**config.mk**
```make
export PLATFORM = sky130hd
export DESIGN_NAME = rms_clap_detector
export DESIGN_NICKNAME = d
export VERILOG_FILES = /design/src/rtl/core/rcd_pkg.sv /design/src/rtl/core/rcd_fifo.sv /design/src/rtl/core/rcd_regs.sv /design/src/rtl/core/rcd_front.sv /design/src/rtl/core/rcd_energy.sv /design/src/rtl/core/rcd_decide.sv /design/src/rtl/core/rms_clap_detector.sv
export SDC_FILE = /design/constraint.sdc
export NUM_CORES = 2
export LEC_CHECK = 0
export ABC_AREA = 1
export ABC_CLOCK_PERIOD_IN_PS = 23100
export BUFFER_PORTS_ARGS = -buffer_cell sky130_fd_sc_hd__buf_2
export CAP_MARGIN = 0
export CORE_MARGIN = 1
export CORE_UTILIZATION = 70
export CTS_BUF_LIST = sky130_fd_sc_hd__clkbuf_4 sky130_fd_sc_hd__clkbuf_8
export DETAILED_ROUTE_END_ITERATION = 16
export PLACE_DENSITY = 0.88
export SETUP_SLACK_MARGIN = 0.05
export SLEW_MARGIN = 20
export SYNTH_ARGS = -nofsm -noshare
export SYNTH_HDL_FRONTEND = slang
export SYNTH_HIERARCHICAL = 1
export SYNTH_SLANG_ARGS = --single-unit
```
**constraint.sdc**
```tcl
create_clock -name clk_i -period 23.1 [get_ports clk_i]
set_input_delay 4.62 -clock clk_i [delete_from_list [all_inputs] [get_ports clk_i]]
set_output_delay 4.62 -clock clk_i [all_outputs]
set_load 0.005 [all_outputs]
```
**src/rtl/core/rcd_pkg.sv**
```systemverilog
package rcd_pkg;

  // Defaults of the top-level parameters.
  localparam int unsigned MaxBlockDef = 256;
  localparam int unsigned PreShiftDef = 14;

  // Fixed field and state widths.
  localparam int unsigned MicW    = 32;
  localparam int unsigned ThrW    = 17;
  localparam int unsigned MsW     = 16;
  localparam int unsigned ElapsW  = 17;
  localparam int unsigned TallyW  = 4;
  localparam int unsigned SumW    = 43;
  localparam int unsigned NeedW   = 2 * ThrW + 1;
  localparam int unsigned ApbAddrW = 4;
  localparam int unsigned ApbDataW = 32;

  localparam logic [TallyW-1:0] TallyMax   = '1;
  localparam logic [ElapsW-1:0] ElapsedMax = '1;
  localparam logic [SumW-1:0]   SumMax     = '1;

  // Register reset values.
  localparam logic [ThrW-1:0] ThrRst    = ThrW'(30000);
  localparam logic [MsW-1:0]  CoolRst   = MsW'(300);
  localparam logic [MsW-1:0]  WindowRst = MsW'(800);
  localparam logic [MsW-1:0]  HoldRst   = MsW'(3000);

  // Queue depths.
  localparam int unsigned InQueueDepth  = 2;
  localparam int unsigned ResQueueDepth = 2;

  typedef enum logic {
    ModeSample = 1'b0,
    ModeTick   = 1'b1
  } mode_e;

  typedef enum logic [1:0] {
    EvClap   = 2'd0,
    EvSingle = 2'd1,
    EvDouble = 2'd2
  } ev_kind_e;

  typedef enum logic [1:0] {
    RegThreshold = 2'd0,
    RegCooldown  = 2'd1,
    RegWindow    = 2'd2,
    RegHold      = 2'd3
  } reg_idx_e;

  typedef struct packed {
    mode_e                  mode;
    logic signed [MicW-1:0] mic_word;
    logic                   block_end;
    logic                   playback_busy;
  } in_item_t;

  typedef struct packed {
    ev_kind_e          event_kind;
    logic [TallyW-1:0] clap_number;
  } out_item_t;

  // Entry of the queue between the front and the back.
  typedef struct packed {
    mode_e           mode;
    logic [MicW-1:0] mic_word;
    logic            block_end;
  } q_item_t;

  typedef struct packed {
    logic [ThrW-1:0] loud_threshold;
    logic [MsW-1:0]  clap_cooldown_ms;
    logic [MsW-1:0]  double_window_ms;
    logic [MsW-1:0]  report_hold_ms;
  } cfg_t;

  // Per-item status from the energy pipeline to the decision stage.
  typedef struct packed {
    logic valid;
    logic tick;
    logic done;
    logic loud;
  } blk_t;

endpackage

```
**src/rtl/core/rcd_fifo.sv**
```systemverilog
module rcd_fifo #(
  parameter int unsigned Width = 8,
  parameter int unsigned Depth = 2
) (
  input  logic             clk_i,
  input  logic             rst_ni,
  input  logic             push_i,
  input  logic [Width-1:0] wdata_i,
  input  logic             pop_i,
  output logic [Width-1:0] rdata_o,
  output logic             full_o,
  output logic             empty_o
);

  localparam int unsigned PtrW = (Depth > 1) ? $clog2(Depth) : 1;
  localparam int unsigned CntW = $clog2(Depth + 1);

  logic [Width-1:0] mem_q [Depth];
  logic [PtrW-1:0]  wr_ptr_q, wr_ptr_d;
  logic [PtrW-1:0]  rd_ptr_q, rd_ptr_d;
  logic [CntW-1:0]  cnt_q, cnt_d;
  logic             do_push, do_pop;

  // A transfer out frees a slot for a transfer in on the same edge.
  assign do_pop  = pop_i && !empty_o;
  assign do_push = push_i && (!full_o || do_pop);

  assign full_o  = (cnt_q == CntW'(Depth));
  assign empty_o = (cnt_q == '0);
  assign rdata_o = mem_q[rd_ptr_q];

  always_comb begin
    wr_ptr_d = wr_ptr_q;
    rd_ptr_d = rd_ptr_q;
    cnt_d    = cnt_q;
    if (do_push) begin
      wr_ptr_d = (wr_ptr_q == PtrW'(Depth - 1)) ? '0 : wr_ptr_q + 1'b1;
    end
    if (do_pop) begin
      rd_ptr_d = (rd_ptr_q == PtrW'(Depth - 1)) ? '0 : rd_ptr_q + 1'b1;
    end
    if (do_push && !do_pop) begin
      cnt_d = cnt_q + 1'b1;
    end else if (do_pop && !do_push) begin
      cnt_d = cnt_q - 1'b1;
    end
  end

  always_ff @(posedge clk_i or negedge rst_ni) begin
    if (!rst_ni) begin
      wr_ptr_q <= '0;
      rd_ptr_q <= '0;
      cnt_q    <= '0;
    end else begin
      wr_ptr_q <= wr_ptr_d;
      rd_ptr_q <= rd_ptr_d;
      cnt_q    <= cnt_d;
    end
  end

  // Storage carries no reset.
  always_ff @(posedge clk_i) begin
    if (do_push) begin
      mem_q[wr_ptr_q] <= wdata_i;
    end
  end

endmodule

```
**src/rtl/core/rcd_regs.sv**
```systemverilog
module rcd_regs (
  input  logic                         clk_i,
  input  logic                         rst_ni,
  input  logic                         psel,
  input  logic                         penable,
  input  logic                         pwrite,
  input  logic [rcd_pkg::ApbAddrW-1:0] paddr,
  input  logic [rcd_pkg::ApbDataW-1:0] pwdata,
  output logic [rcd_pkg::ApbDataW-1:0] prdata,
  output logic                         pready,
  output rcd_pkg::cfg_t                cfg_o
);

  import rcd_pkg::*;

  cfg_t     cfg_q, cfg_d;
  reg_idx_e idx;
  logic     wr_en;

  assign pready = 1'b1;
  assign idx    = reg_idx_e'(paddr[3:2]);
  assign wr_en  = psel && penable && pwrite && pready;
  assign cfg_o  = cfg_q;

  // Register write decode; values are cut to the register width.
  always_comb begin
    cfg_d = cfg_q;
    if (wr_en) begin
      case (idx)
        RegThreshold: cfg_d.loud_threshold   = pwdata[ThrW-1:0];
        RegCooldown:  cfg_d.clap_cooldown_ms = pwdata[MsW-1:0];
        RegWindow:    cfg_d.double_window_ms = pwdata[MsW-1:0];
        RegHold:      cfg_d.report_hold_ms   = pwdata[MsW-1:0];
        default:      cfg_d = cfg_q;
      endcase
    end
  end

  always_ff @(posedge clk_i or negedge rst_ni) begin
    if (!rst_ni) begin
      cfg_q.loud_threshold   <= ThrRst;
      cfg_q.clap_cooldown_ms <= CoolRst;
      cfg_q.double_window_ms <= WindowRst;
      cfg_q.report_hold_ms   <= HoldRst;
    end else begin
      cfg_q <= cfg_d;
    end
  end

  // Read-back multiplexer.
  always_comb begin
    case (idx)
      RegThreshold: prdata = ApbDataW'(cfg_q.loud_threshold);
      RegCooldown:  prdata = ApbDataW'(cfg_q.clap_cooldown_ms);
      RegWindow:    prdata = ApbDataW'(cfg_q.double_window_ms);
      RegHold:      prdata = ApbDataW'(cfg_q.report_hold_ms);
      default:      prdata = '0;
    endcase
  end

endmodule

```
**src/rtl/core/rcd_front.sv**
```systemverilog
module rcd_front (
  input  logic              clk_i,
  input  logic              rst_ni,
  input  logic              push_i,
  input  rcd_pkg::in_item_t item_i,
  output logic              full_o,
  input  logic              pop_i,
  output rcd_pkg::q_item_t  head_o,
  output logic              empty_o
);

  import rcd_pkg::*;

  q_item_t entry;
  logic    keep;
  logic    accept;

  // Items that arrive during playback are dropped here and never reach the back.
  assign accept = push_i && !full_o;
  assign keep   = accept && !item_i.playback_busy;

  assign entry.mode      = item_i.mode;
  assign entry.mic_word  = item_i.mic_word;
  assign entry.block_end = item_i.block_end;

  rcd_fifo #(
    .Width ($bits(q_item_t)),
    .Depth (InQueueDepth)
  ) u_queue (
    .clk_i   (clk_i),
    .rst_ni  (rst_ni),
    .push_i  (keep),
    .wdata_i (entry),
    .pop_i   (pop_i),
    .rdata_o (head_o),
    .full_o  (full_o),
    .empty_o (empty_o)
  );

endmodule

```
**src/rtl/core/rcd_energy.sv**
```systemverilog
module rcd_energy #(
  parameter int unsigned MaxBlock = rcd_pkg::MaxBlockDef,
  parameter int unsigned PreShift = rcd_pkg::PreShiftDef
) (
  input  logic                     clk_i,
  input  logic                     rst_ni,
  input  logic                     en_i,
  input  logic                     q_valid_i,
  input  rcd_pkg::q_item_t         q_item_i,
  input  logic [rcd_pkg::ThrW-1:0] thr_i,
  output rcd_pkg::blk_t            blk_o
);

  import rcd_pkg::*;

  localparam int unsigned MagW = MicW - PreShift;
  localparam int unsigned SqW  = 2 * MagW - 1;
  localparam int unsigned CntW = $clog2(MaxBlock + 1);
  localparam int unsigned AccW = NeedW + CntW;
  localparam int unsigned AddW = ((SumW > SqW) ? SumW : SqW) + 1;
  localparam int unsigned CmpW = (SumW > AccW) ? SumW : AccW;

  // Magnitude of the shifted sample and its square.
  logic [MicW-1:0]   inv_word, shr_pos, shr_neg;
  logic [MagW-1:0]   mag;
  logic [2*MagW-1:0] prod;

  assign inv_word = ~q_item_i.mic_word;
  assign shr_pos  = q_item_i.mic_word >> PreShift;
  assign shr_neg  = inv_word >> PreShift;
  assign mag      = q_item_i.mic_word[MicW-1] ? (shr_neg[MagW-1:0] + 1'b1)
                                              : shr_pos[MagW-1:0];
  assign prod     = mag * mag;

  // Required energy per sample, (threshold + 1) squared.
  logic [ThrW:0]       thr_p1;
  logic [2*ThrW+1:0]   need_full;
  logic [NeedW-1:0]    need_q;

  assign thr_p1    = {1'b0, thr_i} + 1'b1;
  assign need_full = thr_p1 * thr_p1;

  always_ff @(posedge clk_i) begin
    need_q <= need_full[NeedW-1:0];
  end

  // Stage one: square.
  logic           s1_v_q, s1_tick_q, s1_last_q;
  logic [SqW-1:0] s1_sq_q;

  always_ff @(posedge clk_i or negedge rst_ni) begin
    if (!rst_ni) begin
      s1_v_q <= 1'b0;
    end else if (en_i) begin
      s1_v_q <= q_valid_i;
    end
  end

  always_ff @(posedge clk_i) begin
    if (en_i) begin
      s1_tick_q <= (q_item_i.mode == ModeTick);
      s1_last_q <= q_item_i.block_end;
      s1_sq_q   <= prod[SqW-1:0];
    end
  end

  // Stage two: block accumulation of the squares and of the sample count.
  logic [SumW-1:0] sum_q, sum_d, fin_sum_q;
  logic [CntW-1:0] cnt_q, cnt_d, cnt_new, fin_cnt_q;
  logic [AddW-1:0] sum_wide;
  logic [SumW-1:0] sum_new;
  logic            s2_v_q, s2_tick_q, s2_done_q;
  logic            sample_en, done;

  assign sample_en = en_i && s1_v_q && !s1_tick_q;
  assign sum_wide  = AddW'(sum_q) + AddW'(s1_sq_q);
  assign sum_new   = (sum_wide >= AddW'(SumMax)) ? SumMax : sum_wide[SumW-1:0];
  assign cnt_new   = cnt_q + 1'b1;
  assign done      = s1_last_q || (cnt_new == CntW'(MaxBlock));

  always_comb begin
    sum_d = sum_q;
    cnt_d = cnt_q;
    if (sample_en) begin
      if (done) begin
        sum_d = '0;
        cnt_d = '0;
      end else begin
        sum_d = sum_new;
        cnt_d = cnt_new;
      end
    end
  end

  always_ff @(posedge clk_i or negedge rst_ni) begin
    if (!rst_ni) begin
      sum_q  <= '0;
      cnt_q  <= '0;
      s2_v_q <= 1'b0;
    end else begin
      sum_q <= sum_d;
      cnt_q <= cnt_d;
      if (en_i) begin
        s2_v_q <= s1_v_q;
      end
    end
  end

  always_ff @(posedge clk_i) begin
    if (en_i) begin
      s2_tick_q <= s1_tick_q;
      s2_done_q <= !s1_tick_q && done;
    end
    if (sample_en && done) begin
      fin_sum_q <= sum_new;
      fin_cnt_q <= cnt_new;
    end
  end

  // Stage three: a finished block is loud when its sum reaches the required
  // energy per sample times its sample count.
  logic [AccW-1:0] need_tot;
  logic            blk_v_q, blk_tick_q, blk_done_q, blk_loud_q;

  assign need_tot = AccW'(need_q) * AccW'(fin_cnt_q);

  always_ff @(posedge clk_i or negedge rst_ni) begin
    if (!rst_ni) begin
      blk_v_q <= 1'b0;
    end else if (en_i) begin
      blk_v_q <= s2_v_q;
    end
  end

  always_ff @(posedge clk_i) begin
    if (en_i) begin
      blk_tick_q <= s2_tick_q;
      blk_done_q <= s2_done_q;
      blk_loud_q <= (CmpW'(fin_sum_q) >= CmpW'(need_tot));
    end
  end

  assign blk_o = '{valid: blk_v_q, tick: blk_tick_q, done: blk_done_q, loud: blk_loud_q};

endmodule

```
**src/rtl/core/rcd_decide.sv**
```systemverilog
module rcd_decide (
  input  logic               clk_i,
  input  logic               rst_ni,
  input  logic               en_i,
  input  rcd_pkg::blk_t      blk_i,
  input  rcd_pkg::cfg_t      cfg_i,
  output logic               res_v_o,
  output rcd_pkg::out_item_t res_o
);

  import rcd_pkg::*;

  logic [TallyW-1:0] tally_q, tally_d, tally_inc;
  logic [ElapsW-1:0] elapsed_q, elapsed_d, elapsed_inc;
  logic [MsW-1:0]    left_q, left_d;
  logic              active_q, active_d;
  logic              step;

  assign step        = en_i && blk_i.valid;
  assign tally_inc   = (tally_q == TallyMax) ? tally_q : tally_q + 1'b1;
  assign elapsed_inc = (elapsed_q == ElapsedMax) ? elapsed_q : elapsed_q + 1'b1;

  // Clap counting, cooldown, decision window and report hold, one item at a time in order.
  always_comb begin
    tally_d           = tally_q;
    elapsed_d         = elapsed_q;
    left_d            = left_q;
    active_d          = active_q;
    res_v_o           = 1'b0;
    res_o.event_kind  = EvClap;
    res_o.clap_number = tally_q;
    if (step) begin
      if (blk_i.tick) begin
        if (active_q) begin
          if (left_q == '0) begin
            active_d = 1'b0;
          end else begin
            left_d = left_q - 1'b1;
          end
        end
        if (tally_q != '0) begin
          if (elapsed_inc > ElapsW'(cfg_i.double_window_ms)) begin
            res_v_o          = 1'b1;
            res_o.event_kind = (tally_q >= TallyW'(2)) ? EvDouble : EvSingle;
            tally_d          = '0;
            elapsed_d        = '0;
            active_d         = 1'b1;
            left_d           = cfg_i.report_hold_ms;
          end else begin
            elapsed_d = elapsed_inc;
          end
        end
      end else if (blk_i.done && blk_i.loud && !active_q) begin
        if (tally_q == '0) begin
          elapsed_d = '0;
        end
        tally_d           = tally_inc;
        active_d          = 1'b1;
        left_d            = cfg_i.clap_cooldown_ms;
        res_v_o           = 1'b1;
        res_o.clap_number = tally_inc;
      end
    end
  end

  always_ff @(posedge clk_i or negedge rst_ni) begin
    if (!rst_ni) begin
      tally_q   <= '0;
      elapsed_q <= '0;
      left_q    <= '0;
      active_q  <= 1'b0;
    end else begin
      tally_q   <= tally_d;
      elapsed_q <= elapsed_d;
      left_q    <= left_d;
      active_q  <= active_d;
    end
  end

endmodule

```
**src/rtl/core/rms_clap_detector.sv**
```systemverilog
// Path of an item: input queue, square, sum and compare registers, result queue.
// Throughput: one item per cycle; the energy pipeline and the decision stage advance
// together whenever the result queue can take a transfer.
// Reset: rst_ni clears the queues, block sum, clap state and cooldown at once, and
// returns the registers to their default values; no clearing pass is needed.
module rms_clap_detector #(
  parameter int unsigned MaxBlock = rcd_pkg::MaxBlockDef,
  parameter int unsigned PreShift = rcd_pkg::PreShiftDef
) (
  input  logic                         clk_i,
  input  logic                         rst_ni,
  input  logic                         push,
  output logic                         full,
  input  rcd_pkg::in_item_t            in_item_i,
  output logic                         empty,
  input  logic                         pop,
  output rcd_pkg::out_item_t           out_item_o,
  input  logic                         psel,
  input  logic                         penable,
  input  logic                         pwrite,
  input  logic [rcd_pkg::ApbAddrW-1:0] paddr,
  input  logic [rcd_pkg::ApbDataW-1:0] pwdata,
  output logic [rcd_pkg::ApbDataW-1:0] prdata,
  output logic                         pready
);

  import rcd_pkg::*;

  cfg_t      cfg;
  q_item_t   q_head;
  logic      q_empty;
  logic      en;
  blk_t      blk;
  logic      res_v;
  out_item_t res;
  logic      res_full;

  rcd_regs u_regs (
    .clk_i   (clk_i),
    .rst_ni  (rst_ni),
    .psel    (psel),
    .penable (penable),
    .pwrite  (pwrite),
    .paddr   (paddr),
    .pwdata  (pwdata),
    .prdata  (prdata),
    .pready  (pready),
    .cfg_o   (cfg)
  );

  // The back advances when the result queue has room or is giving up its head.
  assign en = !res_full || (pop && !empty);

  rcd_front u_front (
    .clk_i   (clk_i),
    .rst_ni  (rst_ni),
    .push_i  (push),
    .item_i  (in_item_i),
    .full_o  (full),
    .pop_i   (en),
    .head_o  (q_head),
    .empty_o (q_empty)
  );

  rcd_energy #(
    .MaxBlock (MaxBlock),
    .PreShift (PreShift)
  ) u_energy (
    .clk_i     (clk_i),
    .rst_ni    (rst_ni),
    .en_i      (en),
    .q_valid_i (!q_empty),
    .q_item_i  (q_head),
    .thr_i     (cfg.loud_threshold),
    .blk_o     (blk)
  );

  rcd_decide u_decide (
    .clk_i   (clk_i),
    .rst_ni  (rst_ni),
    .en_i    (en),
    .blk_i   (blk),
    .cfg_i   (cfg),
    .res_v_o (res_v),
    .res_o   (res)
  );

  rcd_fifo #(
    .Width ($bits(out_item_t)),
    .Depth (ResQueueDepth)
  ) u_res_queue (
    .clk_i   (clk_i),
    .rst_ni  (rst_ni),
    .push_i  (res_v),
    .wdata_i (res),
    .pop_i   (pop),
    .rdata_o (out_item_o),
    .full_o  (res_full),
    .empty_o (empty)
  );

endmodule

```
==> metrics.txt <==
status finished, final reports clean; worst hold path class flop to flop; CTS root buffer clkbuf_8; global placer's final weighted congestion about 1.0; Max Cap Viol 0; CTS Buf Count 55; postcts setup bufs 0; RSZ-0062 raised after global routing no; Final ANT Viol Nets 0; Hold Path Origin u_energy/s2_done_q; H-tree Lvls 2; CTS tree built; cell breakdown of the critical path buf_2 > nor2_4 > nand2_1 > nand4_1 > buf_2; Max Used Layer met4; TNS Setup 0 ns; Max Slew Vio Count 0; All-Layer GR Usage 35.3%; Die W between 200 and 300 um; CTS Hold Buffers Added 0; Netlist Area Pre-Place around 48000 um2; Slew HR 37.9%; cts repair resizes 0; initial antenna violation count 1; Syn Area/Cell about 8.0 um2; reg2reg end u_energy/s1_sq_q[32]; core area slightly below 70000 um2; cell mode on critical path buf_2; clock-pin slew on the worst setup and hold paths roughly 0.060 ns; worst path bufs/invs 2; vias in the first global route around 41000; met3 WL 9.31 mm; vias after detailed routing slightly below 40000; Tmin final roughly 10 ns; drt initial violations 3252; Startpoint Class input port; met2 wire len 58.4 mm; Initial Utilization 71.1%; Crit path max-delay family buffers and inverters; Mapped Cells 6005; worst hold stages 0; layout cells sized above 1 6.28%; first-pass GRT wire length a little under 200 mm; slowest cell on the critical path buf_2; Worst R2R Start u_front/u_queue/rd_ptr_q; largest net degree at the start of global routing 87; hold path endpoint u_energy/blk_done_q; # port buffers just over 70; WL final ~120 mm; CP max stage delay ~0.56 ns; Max Fclk approximately 0.095 GHz; R2R cell count 41; Setup Skew around 0.027 ns; Die Height roughly 260 um; num ports 119; CTS sink cnt around 350; Nets just over 7000; clk_lat worst skew between 0.6 and 0.7 ns; Worst Path Class, Setup input port to primary output; Remaining DRCs 0; DR WL/cell 17.1 um; final setup violating endpoints 0; Crit path required time approximately 18 ns; grt total ovfl 0; period utilisation layout 45.4%; endpoints failing hold 0; synthesis warning total 6; slew of the pin with the lowest slew margin about 0.92 ns; drt pass-1 iters 7; Die Area 69600 um2; vias per inst approximately 5.6; WL met1 between 40 and 50 mm; hpwl dp approximately 96 mm; # rows 95; Setup crit end kind primary output; # fillers 4913; Synth-to-Final Area Change 4.16%; WP data arrival ~5.9 ns; CP Max Fanout 36; R2R setup slack about 14 ns; CTS Buffer Depth 3
## registers in the layout, indices dropped and copies added (netlist names), 12 cells and up
name and count:
u_energy/fin_sum_q 43, u_energy/sum_q 43, u_energy/s1_sq_q 34, u_decide/elapsed_q 17
u_front/u_queue/mem_q 40, u_regs/cfg_o 65, u_energy/need_q 34, u_decide/left_q 16
u_res_queue/mem_q 12
## layout make-up
class / instances / area (um2) / share of cell area (%)
Antenna cell: 1 / 2.50 / 0.00501
Clock buffer: 79 / 981 / 1.96
Clock inverter: 22 / 205 / 0.411
Inverter: 1470 / 5530 / 11.1
Multi-Input combinational cell: 4052 / 32400 / 64.8
Sequential cell: 345 / 9220 / 18.4
Tap cell: 873 / 1090 / 2.19
Timing Repair Buffer: 97 / 561 / 1.12
## worst register-to-register path: cells and delay by family (launching register included)
family / cells / cell delay [ns]
AO/OA/AOI/OAI: 7 / 1.16
XOR/XNOR: 1 / 0.14
adder cells (fa/ha/maj): 8 / 3.68
buffers and inverters: 11 / 1.55
flip-flops: 1 / 0.83
AND/OR/NAND/NOR: 14 / 1.94
## metal layers
| layer | track usage (%) | vias up |
|---|---|---|
| met5 | 0 | - |
| met4 | 17.8 | 0 |
| met3 | 5.21 | 485 |
| met2 | 61.4 | 1782 |
| met1 | 43.1 | 18800 |
| li1 | - | 18000 |
## how the worst max path moves through the flow
stage | slack (ns) | cells after the start | end | from
final | 12.60 | 5 | prdata[10] | paddr[3]
after global routing | 12.57 | 5 | prdata[10] | paddr[3]
after CTS | 12.65 | 5 | prdata[10] | paddr[3]
after detailed placement | 12.65 | 5 | prdata[10] | paddr[3]
after global placement | 12.62 | 5 | prdata[3] | paddr[3]
after floorplan | 13.20 | 5 | prdata[0] | paddr[3]
## cell usage in the layout, fill, tap and decap left out, types with 25 or more instances in the layout
| cell | instances |
|---|---|
| dfrtp_1 | 145 |
| xnor2_1 | 59 |
| fa_1 | 662 |
| clkbuf_8 | 62 |
| edfxtp_1 | 145 |
| nand3_2 | 56 |
| nand4_1 | 73 |
| nor3_1 | 34 |
| buf_2 | 70 |
| xor2_1 | 106 |
| buf_4 | 25 |
| conb_1 | 45 |
| inv_1 | 1448 |
| a21oi_1 | 216 |
| nand3_1 | 190 |
| nor2_1 | 438 |
| dfxtp_1 | 34 |
| ha_1 | 382 |
| nand2_1 | 1459 |
| o21ai_0 | 106 |
## through the flow
stage,setup slack (ns),cell area (um2),std cells,hold slack [ns],util [%]
CTS,12.65,50000,6938,0.430,74.0
finish,12.60,50000,6939,0.422,74.0
global placement,12.62,48800,6837,0.406,72.2
detailed placement,12.65,48800,6837,0.418,72.2
floorplan,13.20,48100,6046,0.400,-
global route,12.57,50000,6939,0.432,74.0
Power is not shown: default switching activity piles up to over one toggle a cycle in this logic, so the estimate is an artifact.
